===== src/prd_pkg.sv =====
// ----------------------------------------------------------------------------
// prd_pkg
// Shared widths, codes and types of the pedal report event decoder.
// ----------------------------------------------------------------------------
package prd_pkg;

   // Running byte sum width (8 to 32)
   localparam int SUM_W       = 16;
   localparam int BYTE_W      = 8;
   localparam int CODE_W      = 16;
   localparam int PEDAL_W     = 2;
   localparam int ACT_W       = 2;
   // Wide enough for any byte sum and for the sum of all three codes
   localparam int CMP_W       = ((SUM_W > CODE_W) ? SUM_W : CODE_W) + 2;

   localparam int CSR_IDX_W   = 2;
   localparam int CSR_DATA_W  = CODE_W;

   localparam int QUEUE_DEPTH = 4;
   localparam int QPTR_W      = $clog2(QUEUE_DEPTH);
   localparam int QCNT_W      = QPTR_W + 1;

   localparam int MAX_EVENTS  = 7;
   localparam int EIDX_W      = $clog2(MAX_EVENTS);
   localparam int ECNT_W      = $clog2(MAX_EVENTS + 1);

   // Register indexes
   localparam logic [CSR_IDX_W-1:0] REG_MODE   = 2'd0;
   localparam logic [CSR_IDX_W-1:0] REG_LEFT   = 2'd1;
   localparam logic [CSR_IDX_W-1:0] REG_MIDDLE = 2'd2;
   localparam logic [CSR_IDX_W-1:0] REG_RIGHT  = 2'd3;

   localparam logic MODE_ON_OFF   = 1'b0;
   localparam logic MODE_OVERRIDE = 1'b1;

   // Active pedal coding
   localparam logic [ACT_W-1:0] ACT_NONE   = 2'd0;
   localparam logic [ACT_W-1:0] ACT_LEFT   = 2'd1;
   localparam logic [ACT_W-1:0] ACT_MIDDLE = 2'd2;
   localparam logic [ACT_W-1:0] ACT_RIGHT  = 2'd3;

   // Event pedal coding
   localparam logic [PEDAL_W-1:0] PEDAL_LEFT   = 2'd0;
   localparam logic [PEDAL_W-1:0] PEDAL_MIDDLE = 2'd1;
   localparam logic [PEDAL_W-1:0] PEDAL_RIGHT  = 2'd2;

   typedef struct packed {
      logic              mode;
      logic [CODE_W-1:0] left_code;
      logic [CODE_W-1:0] middle_code;
      logic [CODE_W-1:0] right_code;
   } cfg_type;

   typedef struct packed {
      logic [PEDAL_W-1:0] pedal;
      logic               pressed;
   } pedal_event_type;

endpackage


===== src/prd_queue.sv =====
// ----------------------------------------------------------------------------
// prd_queue
// Short FIFO of finished report sums between the front and the decoder.
// ----------------------------------------------------------------------------
module prd_queue
   import prd_pkg::*;
(
   input  logic             clock,
   input  logic             reset,
   input  logic             push_valid,
   input  logic [SUM_W-1:0] push_code,
   output logic             push_ready,
   input  logic             pop,
   output logic             head_valid,
   output logic [SUM_W-1:0] head_code
);

   logic [SUM_W-1:0]  slot_ff [QUEUE_DEPTH];
   logic [QPTR_W-1:0] wr_ptr_ff, wr_ptr_in;
   logic [QPTR_W-1:0] rd_ptr_ff, rd_ptr_in;
   logic [QCNT_W-1:0] count_ff,  count_in;
   logic              do_push;
   logic              do_pop;

   assign push_ready = (count_ff != QCNT_W'(QUEUE_DEPTH));
   assign head_valid = (count_ff != '0);
   assign head_code  = slot_ff[rd_ptr_ff];

   assign do_push = push_valid && push_ready;
   assign do_pop  = pop && head_valid;

   always_comb begin
      wr_ptr_in = do_push ? wr_ptr_ff + 1'b1 : wr_ptr_ff;
      rd_ptr_in = do_pop  ? rd_ptr_ff + 1'b1 : rd_ptr_ff;
      count_in  = count_ff;
      if (do_push && !do_pop) begin
         count_in = count_ff + 1'b1;
      end else if (do_pop && !do_push) begin
         count_in = count_ff - 1'b1;
      end
   end

   always_ff @(posedge clock) begin
      if (reset) begin
         wr_ptr_ff <= '0;
         rd_ptr_ff <= '0;
         count_ff  <= '0;
      end else begin
         wr_ptr_ff <= wr_ptr_in;
         rd_ptr_ff <= rd_ptr_in;
         count_ff  <= count_in;
      end
   end

   always_ff @(posedge clock) begin
      if (do_push) begin
         slot_ff[wr_ptr_ff] <= push_code;
      end
   end

endmodule


===== config.mk =====
export PLATFORM = sky130hd
export DESIGN_NAME = prd_queue
export DESIGN_NICKNAME = d
export VERILOG_FILES = /design/src/prd_pkg.sv /design/src/prd_queue.sv
export SDC_FILE = /design/constraint.sdc
export NUM_CORES = 1
export LEC_CHECK = 0
export BUFFER_PORTS_ARGS = -buffer_cell sky130_fd_sc_hd__buf_2
export CAP_MARGIN = 20
export CORE_MARGIN = 1.5
export CORE_UTILIZATION = 56
export DETAILED_ROUTE_END_ITERATION = 12
export PLACE_DENSITY = 0.78
export SYNTH_ARGS = -nofsm -noshare
export SYNTH_HDL_FRONTEND = slang
export SYNTH_SLANG_ARGS = --single-unit

===== constraint.sdc =====
create_clock -name clock -period 2.7 [get_ports clock]
set_clock_uncertainty 0.15 [all_clocks]
set_input_delay 0.405 -clock clock [delete_from_list [all_inputs] [get_ports clock]]
set_output_delay 0.405 -clock clock [all_outputs]
set_load 0.05 [all_outputs]

==> results.sh <==
export IMPL_status="complete, no violations"
export IMPL_ir_worst_vdd_uv=788.1
export IMPL_hold_path_startpoint="push_code[13]"
export IMPL_syn_to_final_growth_pct=16.97
export IMPL_place_inst=237
export IMPL_critical_path_slowest_cell="dfxtp_1"
export IMPL_place_hpwl_mm=3.025
export IMPL_die_w_um=74.01
export IMPL_intPower_mw=2.262
export IMPL_p_sw_frac=0.3485
export IMPL_required_ns=2.81
export IMPL_synth_nets=158
export IMPL_fmax_ghz=0.4073
export IMPL_drv_slew=0
export IMPL_synth_top_area_frac=0.6805
export IMPL_rsz0062_at_grt="no"
export IMPL_dieArea_mm2=0.005477
export IMPL_drt_iter0_markers=80
export IMPL_ant_nets=0
export IMPL_critPathCaptureType="flop"
export IMPL_use_met3=0.05014
export IMPL_antenna_found_initial=0
export IMPL_fillers=316
export IMPL_critical_path_class="flop to flop"
export IMPL_io_buffers=37
export IMPL_finalCritPeriodShare=0.9094
export IMPL_synth_cells=132
export IMPL_cp_cell_sequence="nor2_1 -> a21boi_4 -> ha_1 -> inv_1 -> fa_1 -> xor2_1 -> or3_1 -> a21oi_1"
export IMPL_ff2ff_setup_slack_ns=0.24
export IMPL_timing_hold_ws_ns=0.1295
export IMPL_grt_pass1_wl_mm=7.196
export IMPL_core_mm2=0.004786
export IMPL_met1_usage=0.2267
export IMPL_cts_sinks=73
export IMPL_syn_area_per_cell_um2=21.39
export IMPL_clockBufferDepth=2
export IMPL_grt_busiest_layer="met2"
export IMPL_cp_max_fo=7
export IMPL_vias=1367
export IMPL_num_io_pins=38
export IMPL_synth_most_common_cell="edfxtp_1"
export IMPL_pwr_share_comb=0.327
export IMPL_initial_core_util=0.5901
export IMPL_switchingPower_mw=1.210
export IMPL_path_clk_slew_ns=0.07
export IMPL_cts_repair_resized=0
export IMPL_slew_headroom=0.7302
export IMPL_crit_start="count_ff[0]"
export IMPL_cts_tree="yes"
export IMPL_grt_max_degree=17
export IMPL_gr_usage_all_layers=0.1895
export IMPL_finalCriticalPeriod_ns=2.455
export IMPL_powerDensity_mw_per_mm2=1051
export IMPL_place_gp_congestion=0.6874
export IMPL_synth_top_cell_by_area="edfxtp_1"
export IMPL_post_drt_wl_per_cell_um=17.93
export IMPL_ys_warnings_count=0
export IMPL_ys_seq_elements=73
export IMPL_synth_distinct_cells=24
export IMPL_worst_slew_pin_slew_ns=0.4047
export IMPL_crit_path_end="count_ff[2]"
export IMPL_drv_cap=0
export IMPL_overflow=0
export IMPL_reg2reg_to="count_ff[2]"
export IMPL_firstDrtPassIters=4
export IMPL_grt_util_met2=0.3145
export IMPL_hold_path_class="primary input to flop"
export IMPL_fin_area_mm2=0.003303
export IMPL_pwr_share_clk=0.255
export IMPL_grt_pass1_vias=1460
export IMPL_arrival_ns=2.57
export IMPL_synth_seq_area_share=0.7444
export IMPL_via_per_inst=5.403
export IMPL_fin_tns_setup_ns=0
export IMPL_synth_flop_cell="edfxtp_1"
export IMPL_cellLeakagePower_nw=1.189
export IMPL_ys_top_cells_by_count="edfxtp_1 (64), mux4_2 (10), dfxtp_1 (9), nor2_1 (8), mux4_1 (6)"
export IMPL_power_frac_seq=0.418
export IMPL_cts_buffers=9
export IMPL_synthTopCellsByArea="edfxtp_1 (68%), mux4_2 (8.0%), dfxtp_1 (6.4%)"
export IMPL_synth_edf_count=64
export IMPL_drt_total_wl_mm=4.537
export IMPL_cts_root_buf="clkbuf_8"
export IMPL_drc=0
export IMPL_finalSetupViolCount=0
export IMPL_r2r_cells=8
export IMPL_hold_viol_final=0
export IMPL_cpPeakStageDelay_ns=0.47
export IMPL_start_kind="flop"
export IMPL_dpl_cell_area_mm2=0.003093
export IMPL_diodes=0
export IMPL_die_y_um=74.01
export IMPL_ctsHoldBuffers=0
export IMPL_h_tree_depth=3
export IMPL_layoutNonFillerInstCount=253
export IMPL_fp_row_count=25
export IMPL_clkLatencyLatePin_ns=0.34
export IMPL_synthArstFlopShare=0
export IMPL_synth_area_mm2=0.002824
export IMPL_finalNetCount=207
export IMPL_cts_setup_buffers=0
export IMPL_worstReg2RegStart="count_ff[0]"
export IMPL_final_layout_size_suffix_gt1_frac=0.3763
[sequential cells by signal (all words and copies together), names as in the netlist, named ones only]
name	cells
count_ff	3
rd_ptr_ff	2
slot_ff	64
wr_ptr_ff	2
[worst min path at each step]
| stage | end | slack [ns] | depth (start not counted) |
|---|---|---|---|
| after global routing | slot_ff[3][7] | 0.12 | 1 |
| after global placement | wr_ptr_ff[1] | 0.34 | 2 |
| after detailed placement | rd_ptr_ff[1] | 0.36 | 2 |
| final | slot_ff[0][13] | 0.13 | 1 |
| after CTS | slot_ff[0][1] | 0.11 | 1 |
| after floorplan | wr_ptr_ff[1] | 0.33 | 2 |
[layout make-up]
type	count	area, µm²	share of cell area
sequential	73	2102	0.6364
multi-input combinational	51	665.6	0.2015
timing repair buffer	43	230.2	0.06970
clock buffer	10	127.6	0.03864
tap	67	83.83	0.02538
clock inverter	6	82.58	0.02500
inverter	3	11.26	0.003409
[power groups by stage]
stage / clock network, mW / registers [mW] / logic [mW]
final: 0.884 / 1.45 / 1.14
after global routing: 0.952 / 1.47 / 1.21
after CTS: 0.905 / 1.45 / 1.15
after detailed placement: 0 / 1.48 / 1.15
after global placement: 0 / 1.46 / 1.12
after floorplan: 0 / 1.45 / 0.949
[routing by layer]
metal	share of wire	wire length (µm)
met3	0.042	190
met4	0.020	91
met1	0.39	1780
met2	0.55	2474
met5	0	0
[through the flow]
step / worst slack, ns / util / total power, mW
finish: 0.2446 / 0.6902 / 3.472
global route: 0.1047 / 0.6902 / 3.626
CTS: 0.2385 / 0.6902 / 3.512
detailed placement: 0.2365 / 0.6463 / 2.622
global placement: 0.5070 / 0.6463 / 2.581
floorplan: 0.5484 / - / 2.400
[worst max-delay path, delay by kind of cell (launching register included)]
family | cells | cell delay (ns)
compound gates | 2 | 0.44
buf+inv | 1 | 0.08
flops | 1 | 0.47
simple gates | 2 | 0.45
xor+xnor | 1 | 0.17
fa+ha+maj | 2 | 0.62
[cells in the final DEF, fill, tap and decap left out, types with 3 or more instances in the layout]
cell,synthesis,routed
edfxtp_1,64,64
buf_2,2,37
mux4_2,10,10
dfxtp_1,9,9
clkbuf_8,0,9
nor2_1,8,8
mux4_1,6,6
buf_4,0,6
ha_1,5,5
and2_1,4,4
xor2_1,4,4
inv_1,3,3
clkinv_2,0,3
[cells by family after synthesis]
kind of cell,share of synthesized area
AOI/OAI and AO/OA,0.01772
buffers and inverters,0.01994
xor gates and xnor gates,0.01240
adders and majority gates,0.02924
muxes,0.1467
DFF,0.7443
and+or+nand+nor,0.02968
No activity file was read; power rests on OpenSTA's default activity.
